[src/awe_pkg.sv]
// Shared types and constants for the annotation word encoder.
// No dependencies; imported by every module of the block.
`timescale 1ns / 1ps

package awe_pkg;

  // Time arithmetic
  localparam int TIME_BITS    = 32;
  localparam int TIME_IN_BITS = 32;
  localparam int TM_BITS      = (TIME_BITS < TIME_IN_BITS) ? TIME_BITS : TIME_IN_BITS;
  localparam int SHIFT_BITS   = 31;
  localparam int T_BASE       = (TIME_BITS > SHIFT_BITS) ? TIME_BITS : SHIFT_BITS;
  localparam int T_BITS       = T_BASE + 2;   // signed shifted time
  localparam int D_BITS       = T_BITS + 1;   // signed delta

  // Word format
  localparam int TYPE_BITS  = 6;
  localparam int WORD_BITS  = 16;
  localparam int HALF_BITS  = 16;
  localparam int TYPE_SHIFT = WORD_BITS - TYPE_BITS;
  localparam logic [WORD_BITS-1:0] SKIP_WORD = 16'hEC00;
  localparam logic [WORD_BITS-1:0] NULL_WORD = 16'h0001;

  // Command queue between front and back
  localparam int CMD_DEPTH    = 2;
  localparam int CMD_PTR_BITS = (CMD_DEPTH > 1) ? $clog2(CMD_DEPTH) : 1;
  localparam int CMD_CNT_BITS = $clog2(CMD_DEPTH + 1);

  typedef struct packed {
    logic [TIME_IN_BITS-1:0] ann_time;
    logic [TYPE_BITS-1:0]    ann_type;
  } ann_t;

  typedef struct packed {
    logic [WORD_BITS-1:0] out_word;
    logic                 last_word;
  } word_t;

  typedef struct packed {
    logic                   long_form;
    logic [2*HALF_BITS-1:0] halves;
    logic [WORD_BITS-1:0]   final_word;
  } cmd_t;

  typedef enum logic [1:0] {
    SEQ_OPEN,
    SEQ_HIGH,
    SEQ_LOW,
    SEQ_FINAL
  } seq_state_t;

endpackage

[src/annotation_word_encoder.sv]
// Annotation word encoder: turns annotations into 16-bit MIT format words.
//
// Channels (valid/ready, transaction when both high at a rising edge):
//   in_*  : one annotation, ann_time and ann_type (0 = null annotation).
//   out_* : one file word per transaction; last_word marks the final word
//           of an annotation.
//   cfg_* : write of time_shift, always ready; write only while idle.
// An annotation emits one word when its type is non-null and its delta lies
// in 0..1023, otherwise four words (SKIP, high half, low half, final word).
// The first word passes through the front-end register, the command queue
// and the output register. Throughput: the word sequencer emits one word
// per cycle while out_ready allows and a command is queued; the front end
// accepts one annotation per cycle while the two-entry command queue has
// room.
// Reset (rst, synchronous) clears time_shift and the previous time to zero
// and empties the pipeline. A stall on out_ready holds the output word,
// then fills the command queue, and only then drops in_ready.
// Depends on awe_pkg, awe_front, awe_cmd_fifo and awe_back.
`timescale 1ns / 1ps

module annotation_word_encoder import awe_pkg::*; (
  input  logic                  clk,
  input  logic                  rst,
  input  logic                  in_valid,
  output logic                  in_ready,
  input  ann_t                  in_data,
  output logic                  out_valid,
  input  logic                  out_ready,
  output word_t                 out_data,
  input  logic                  cfg_valid,
  output logic                  cfg_ready,
  input  logic [SHIFT_BITS-1:0] cfg_data
);

  logic cmd_push;
  cmd_t cmd_in;
  logic cmd_full;
  logic cmd_pop;
  logic cmd_valid;
  cmd_t cmd_head;

  awe_front u_front (
    .clk       (clk),
    .rst       (rst),
    .in_valid  (in_valid),
    .in_ready  (in_ready),
    .in_data   (in_data),
    .cfg_valid (cfg_valid),
    .cfg_ready (cfg_ready),
    .cfg_data  (cfg_data),
    .cmd_full  (cmd_full),
    .cmd_push  (cmd_push),
    .cmd       (cmd_in)
  );

  awe_cmd_fifo u_fifo (
    .clk       (clk),
    .rst       (rst),
    .push      (cmd_push),
    .push_cmd  (cmd_in),
    .full      (cmd_full),
    .pop       (cmd_pop),
    .not_empty (cmd_valid),
    .head      (cmd_head)
  );

  awe_back u_back (
    .clk       (clk),
    .rst       (rst),
    .cmd_valid (cmd_valid),
    .cmd       (cmd_head),
    .cmd_pop   (cmd_pop),
    .out_valid (out_valid),
    .out_ready (out_ready),
    .out_data  (out_data)
  );

endmodule

[src/awe_front.sv]
// Front end: holds the time shift, accepts annotations, forms the delta
// and classifies each one into a word command. Uses awe_pkg.
`timescale 1ns / 1ps

module awe_front import awe_pkg::*; (
  input  logic                  clk,
  input  logic                  rst,
  input  logic                  in_valid,
  output logic                  in_ready,
  input  ann_t                  in_data,
  input  logic                  cfg_valid,
  output logic                  cfg_ready,
  input  logic [SHIFT_BITS-1:0] cfg_data,
  input  logic                  cmd_full,
  output logic                  cmd_push,
  output cmd_t                  cmd
);

  logic [SHIFT_BITS-1:0] time_shift;
  logic [T_BITS-1:0]     prev_time;

  logic                  a_valid;
  logic [T_BITS-1:0]     a_time;
  logic [TYPE_BITS-1:0]  a_type;

  logic [TM_BITS-1:0]    tm;
  logic [T_BITS-1:0]     t_in;
  logic [D_BITS-1:0]     delta;
  logic [D_BITS-1:0]     delta_m1;
  logic                  is_short;
  logic                  is_null;

  assign cfg_ready = 1'b1;

  // Time zero always maps to t = 1
  assign tm   = in_data.ann_time[TM_BITS-1:0];
  assign t_in = (tm == '0) ? T_BITS'(1) : (T_BITS'(tm) - T_BITS'(time_shift));

  assign cmd_push = a_valid && !cmd_full;
  assign in_ready = !a_valid || cmd_push;

  // delta - 1 is a_time + ~prev_time
  assign delta    = {a_time[T_BITS-1], a_time} - {prev_time[T_BITS-1], prev_time};
  assign delta_m1 = {a_time[T_BITS-1], a_time} + ~{prev_time[T_BITS-1], prev_time};
  assign is_short = !delta[D_BITS-1] && (delta[D_BITS-2:TYPE_SHIFT] == '0);
  assign is_null  = (a_type == '0);

  always_comb begin
    cmd.long_form = is_null || !is_short;
    cmd.halves    = is_null ? delta_m1[2*HALF_BITS-1:0] : delta[2*HALF_BITS-1:0];
    if (is_null) begin
      cmd.final_word = NULL_WORD;
    end else if (is_short) begin
      cmd.final_word = {a_type, delta[TYPE_SHIFT-1:0]};
    end else begin
      cmd.final_word = {a_type, {TYPE_SHIFT{1'b0}}};
    end
  end

  always_ff @(posedge clk) begin
    if (rst) begin
      time_shift <= '0;
      prev_time  <= '0;
      a_valid    <= 1'b0;
    end else begin
      if (cfg_valid) begin
        time_shift <= cfg_data;
      end
      if (cmd_push) begin
        prev_time <= a_time;
      end
      if (in_ready) begin
        a_valid <= in_valid;
      end
    end
  end

  always_ff @(posedge clk) begin
    if (in_valid && in_ready) begin
      a_time <= t_in;
      a_type <= in_data.ann_type;
    end
  end

endmodule

[src/awe_cmd_fifo.sv]
// Short command queue between the front end and the word sequencer.
// Uses cmd_t and queue sizing from awe_pkg.
`timescale 1ns / 1ps

module awe_cmd_fifo import awe_pkg::*; (
  input  logic clk,
  input  logic rst,
  input  logic push,
  input  cmd_t push_cmd,
  output logic full,
  input  logic pop,
  output logic not_empty,
  output cmd_t head
);

  cmd_t                    entries [CMD_DEPTH];
  logic [CMD_PTR_BITS-1:0] wr_ptr;
  logic [CMD_PTR_BITS-1:0] rd_ptr;
  logic [CMD_CNT_BITS-1:0] count;

  function automatic logic [CMD_PTR_BITS-1:0] ptr_inc(input logic [CMD_PTR_BITS-1:0] p);
    ptr_inc = (p == CMD_PTR_BITS'(CMD_DEPTH - 1)) ? '0 : p + 1'b1;
  endfunction

  assign full      = (count == CMD_CNT_BITS'(CMD_DEPTH));
  assign not_empty = (count != '0);
  assign head      = entries[rd_ptr];

  always_ff @(posedge clk) begin
    if (rst) begin
      wr_ptr <= '0;
      rd_ptr <= '0;
      count  <= '0;
    end else begin
      if (push) begin
        wr_ptr <= ptr_inc(wr_ptr);
      end
      if (pop) begin
        rd_ptr <= ptr_inc(rd_ptr);
      end
      if (push && !pop) begin
        count <= count + 1'b1;
      end else if (pop && !push) begin
        count <= count - 1'b1;
      end
    end
  end

  always_ff @(posedge clk) begin
    if (push) begin
      entries[wr_ptr] <= push_cmd;
    end
  end

  a_no_overflow: assert property (@(posedge clk) disable iff (rst)
    push |-> (!full || pop))
    else $error("command pushed into a full queue");

  a_no_underflow: assert property (@(posedge clk) disable iff (rst)
    pop |-> not_empty)
    else $error("command popped from an empty queue");

endmodule

[src/awe_back.sv]
// Word sequencer: expands each queued command into file words and drives
// the output register. Uses awe_pkg.
`timescale 1ns / 1ps

module awe_back import awe_pkg::*; (
  input  logic  clk,
  input  logic  rst,
  input  logic  cmd_valid,
  input  cmd_t  cmd,
  output logic  cmd_pop,
  output logic  out_valid,
  input  logic  out_ready,
  output word_t out_data
);

  seq_state_t seq;
  seq_state_t seq_next;
  logic       advance;
  logic       load;
  word_t      word_next;

  assign advance = !out_valid || out_ready;

  always_comb begin
    seq_next = seq;
    unique case (seq)
      SEQ_OPEN: begin
        if (advance && cmd_valid && cmd.long_form) begin
          seq_next = SEQ_HIGH;
        end
      end
      SEQ_HIGH: begin
        if (advance) begin
          seq_next = SEQ_LOW;
        end
      end
      SEQ_LOW: begin
        if (advance) begin
          seq_next = SEQ_FINAL;
        end
      end
      SEQ_FINAL: begin
        if (advance) begin
          seq_next = SEQ_OPEN;
        end
      end
      default: seq_next = SEQ_OPEN;
    endcase
  end

  always_comb begin
    load      = 1'b0;
    cmd_pop   = 1'b0;
    word_next = '{out_word: cmd.final_word, last_word: 1'b1};
    unique case (seq)
      SEQ_OPEN: begin
        load = advance && cmd_valid;
        if (cmd.long_form) begin
          word_next = '{out_word: SKIP_WORD, last_word: 1'b0};
        end else begin
          cmd_pop = advance && cmd_valid;
        end
      end
      SEQ_HIGH: begin
        load      = advance;
        word_next = '{out_word: cmd.halves[2*HALF_BITS-1:HALF_BITS], last_word: 1'b0};
      end
      SEQ_LOW: begin
        load      = advance;
        word_next = '{out_word: cmd.halves[HALF_BITS-1:0], last_word: 1'b0};
      end
      SEQ_FINAL: begin
        load    = advance;
        cmd_pop = advance;
      end
      default: begin
        load = 1'b0;
      end
    endcase
  end

  always_ff @(posedge clk) begin
    if (rst) begin
      seq       <= SEQ_OPEN;
      out_valid <= 1'b0;
    end else begin
      seq       <= seq_next;
      out_valid <= load || (out_valid && !out_ready);
    end
  end

  always_ff @(posedge clk) begin
    if (load) begin
      out_data <= word_next;
    end
  end

  a_mid_sequence_has_cmd: assert property (@(posedge clk) disable iff (rst)
    (seq != SEQ_OPEN) |-> cmd_valid)
    else $error("sequencer mid-command with no command queued");

  a_pop_marks_last: assert property (@(posedge clk) disable iff (rst)
    cmd_pop |=> (out_valid && out_data.last_word))
    else $error("command retired without a final word");

endmodule

[config.mk]
export PLATFORM = sky130hd
export DESIGN_NAME = annotation_word_encoder
export DESIGN_NICKNAME = d
export VERILOG_FILES = /design/src/awe_pkg.sv /design/src/annotation_word_encoder.sv /design/src/awe_front.sv /design/src/awe_cmd_fifo.sv /design/src/awe_back.sv
export SDC_FILE = /design/constraint.sdc
export NUM_CORES = 1
export LEC_CHECK = 0
export ABC_AREA = 1
export ABC_CLOCK_PERIOD_IN_PS = 8350
export BUFFER_PORTS_ARGS = -buffer_cell sky130_fd_sc_hd__buf_2
export CAP_MARGIN = 0
export CORE_MARGIN = 2
export CORE_UTILIZATION = 28
export DETAILED_ROUTE_END_ITERATION = 10
export GPL_ROUTABILITY_DRIVEN = 0
export SLEW_MARGIN = 10
export SYNTH_ARGS = -nofsm -noshare
export SYNTH_HDL_FRONTEND = slang
export SYNTH_SLANG_ARGS = --single-unit
export TNS_END_PERCENT = 20
[constraint.sdc]
create_clock -name clk -period 8.35 [get_ports clk]
set_input_delay 1.67 -clock clk [delete_from_list [all_inputs] [get_ports clk]]
set_output_delay 1.67 -clock clk [all_outputs]
set_load 0.02 [all_outputs]
==> flow_metrics.tcl <==
set metrics [dict create \
    numCtsBuffers 25 \
    seq_area_frac_synth_pct 44.3 \
    area_growth_pct 14.1 \
    core_area_um2 48600 \
    antenna_found_initial 0 \
    crit_path_max_fanout 27 \
    slowest_stage "nor4_1" \
    fin_skew_ns 0.0105 \
    synth_top_area_cell "edfxtp_1" \
    syn_avg_cell_area_um2 7.85 \
    comb_power_share_pct 38.9 \
    p_leak_nw 6.85 \
    synthCells 1750 \
    wirelength_um 36900 \
    fmax_mhz 279 \
    synth_area_um2 13700 \
    dp_cells 2422 \
    slew_viol_final 0 \
    ys_top_cells_by_area "edfxtp_1 (34%), nand2_1 (11%), dfxtp_1 (11%)" \
    finalHoldViolations 0 \
    finalSetupTns_ns 0 \
    worst_setup_path_end_kind "flip-flop" \
    grt_pass1_vias 11400 \
    worstMarginPinSlew_ns 1.15 \
    placed_cell_area_um2 14900 \
    critPathKind "in -> reg" \
    status "finished clean" \
    ir_drop_uv 223 \
    seq_power_share_pct 35.8 \
    via_per_inst 4.79 \
    synth-seq-cells 227 \
    wl_per_cell_um 15.0 \
    p_sw_mw 1.69 \
    portBuffers 92 \
    cts_max_level 1 \
    ys_async_sr_fraction_pct 0 \
    relSlewSlack_pct 23.5 \
    clock_sinks 227 \
    grt_setup_unrepaired "false" \
    clk_pin_slew_ns 0.06 \
    critPathRequiredTime_ns 8.64 \
    cts_hold_buf 0 \
    setup_violations 0 \
    drc 0 \
    cts.repair.resized 0 \
    synth_edf_count 154 \
    synth_commonest_cells "nand2_1 (407), inv_1 (275), o21ai_0 (184), a21oi_1 (167), edfxtp_1 (154)" \
    start_kind "primary input" \
    start_util_pct 28.2 \
    p_int_mw 2.64 \
    design_area_um2 15700 \
    fin_crit_ns 3.58 \
    drv_cap 0 \
    dp_hpwl_um 28600 \
    die-area_um2 50800 \
    die_h_um 225 \
    first_iter_violations 746 \
    track_usage_pct 14.3 \
    mappedNetlistNets 1899 \
    yosysMostFrequentCell "nand2_1" \
    cts_setup_buffers 0 \
    ys.flop_type "edfxtp_1" \
    rows 81 \
    post-synth-top-area-fraction_pct 33.7 \
    clkLatencyLatePin_ns 0.55 \
    cp_data_arrival_time_ns 3.87 \
    vias 11800 \
    die_x_um 225 \
    grt_overflow 0 \
    hp-class "reg -> reg" \
    postRouteAntennaNets 0 \
    synth_warnings 0 \
    cp_slowest_stage_delay_ns 0.75 \
    grt_first_pass_wirelength_um 58400 \
    stdcell_count 2467 \
    swShare_pct 39.0 \
    critPathBufInv 2 \
    finalCritPeriodShare_pct 42.9 \
    cp_cell_sequence "buf_2 -> nor4_1 -> nand4_1 -> nor2_1 -> inv_1 -> o21ai_0 -> a21oi_1" \
    num-nets-final 1976 \
    ys_types 40 \
    postLayoutCoreUtil_pct 32.2 \
    power.density_nw_per_um2 276 \
    layout-drive-gt1-share_pct 8.78 \
    n_antenna_cell 0 \
    clock_tree.root_cell "clkbuf_16" \
    power.total_mw 4.32 \
    tritoncts "yes" \
    cts_buffer_depth 3 \
    cp_top_family "simple AND/OR/NAND/NOR gates" \
    pin_count 94 \
    power_frac_clock_pct 25.4 \
    firstDrtPassIters 5 \
    grt_start_max_net_pins 70 \
]
[metrics by stage]
stage	setup WS, ns	hold slack (ns)
global route	4.57	0.473
finish	4.77	0.457
CTS	4.74	0.461
floorplan	4.79	0.433
global placement	4.19	0.443
detailed placement	4.15	0.451
[final cells by class]
| type | count | area (um^2) |
|---|---|---|
| Inverter | 277 | 1040 |
| Clock buffer | 34 | 679 |
| Multi-Input combinational cell | 1196 | 6440 |
| Clock inverter | 11 | 125 |
| Tap cell | 622 | 778 |
| Timing Repair Buffer | 100 | 520 |
| Sequential cell | 227 | 6090 |
| Fill cell | 5126 | 33000 |
[registers in the layout (all words and copies together), names as in the netlist, 2 cells and up, named ones only]
name                cells
u_fifo.entries         98
u_fifo.count            2
u_back.seq              2
u_front.a_time         33
u_front.time_shift     31
u_back.out_data        17
u_front.prev_time      33
u_front.a_type          6
[worst reg2reg max path: stages, from the launching register on]
cell and delay (ns):
edfxtp_1 0.42, ha_1 0.49, nand2_1 0.15, o21ai_0 0.56
a21oi_1 0.29, o21ai_0 0.37, nand2_1 0.11, nand2_1 0.09
xor2_1 0.06, o21ai_0 0.38
[cells in the final DEF (no fill, tap or decap), drive strengths merged, types with 4 or more instances in the layout]
cell type,n
o22ai,6
ha,72
a211oi,4
clkbuf,34
nand4,15
inv,277
nand2,410
o21a,4
nor4,8
o21bai,8
nor3,7
xnor2,4
nand3,61
a21oi,167
edfxtp,154
buf,100
dfxtp,73
clkinv,7
o211ai,4
a221oi,23
nor2,142
o32ai,11
xor2,29
o21ai,184
a21o,5
mux2i,18
[power groups by stage]
| stage | clock network (mW) | registers [mW] | logic [mW] |
|---|---|---|---|
| 5_1_grt | 1.17 | 1.56 | 1.88 |
| 3_5_place_dp | 0 | 1.57 | 1.66 |
| 4_1_cts | 1.13 | 1.55 | 1.67 |
| 6_report | 1.10 | 1.55 | 1.68 |
| 2_1_floorplan | 0 | 1.61 | 1.10 |
| 3_3_place_gp | 0 | 1.57 | 1.63 |
[per-layer routing]
layer	track usage, %	part of all wire [%]	vias to the layer above
met5	0	0	-
met4	4.34	2.5	0
met3	1.93	4.6	60
met2	25.2	48	292
met1	18.3	45	5467
li1	-	-	5999
[cell families (layout without fill, tap and decap cells)]
group / after synthesis / after routing / synth area share (%)
xor gates and xnor gates: 33 / 33 / 2.10
adders and majority gates: 75 / 75 / 7.00
DFF: 227 / 227 / 44.3
other: 1 / 1 / 0.0273
buffers and inverters: 327 / 422 / 8.98
and+or+nand+nor: 648 / 648 / 19.4
muxes: 18 / 18 / 1.31
AOI/OAI and AO/OA: 421 / 421 / 16.9
[path summary, 6_finish.rpt]
path	startpoint	endpoint	slack [ns]	cells after the start
max	in_data[30]	u_front.a_time[15]	4.77	7
min	u_front.prev_time[27]	u_front.prev_time[27]	0.46	2
max reg2reg	u_front.a_time[2]	u_fifo.entries[0][47]	5.16	9
min reg2reg	u_front.prev_time[27]	u_front.prev_time[27]	0.46	2
Note: power is estimated with default switching activity, not from simulation.
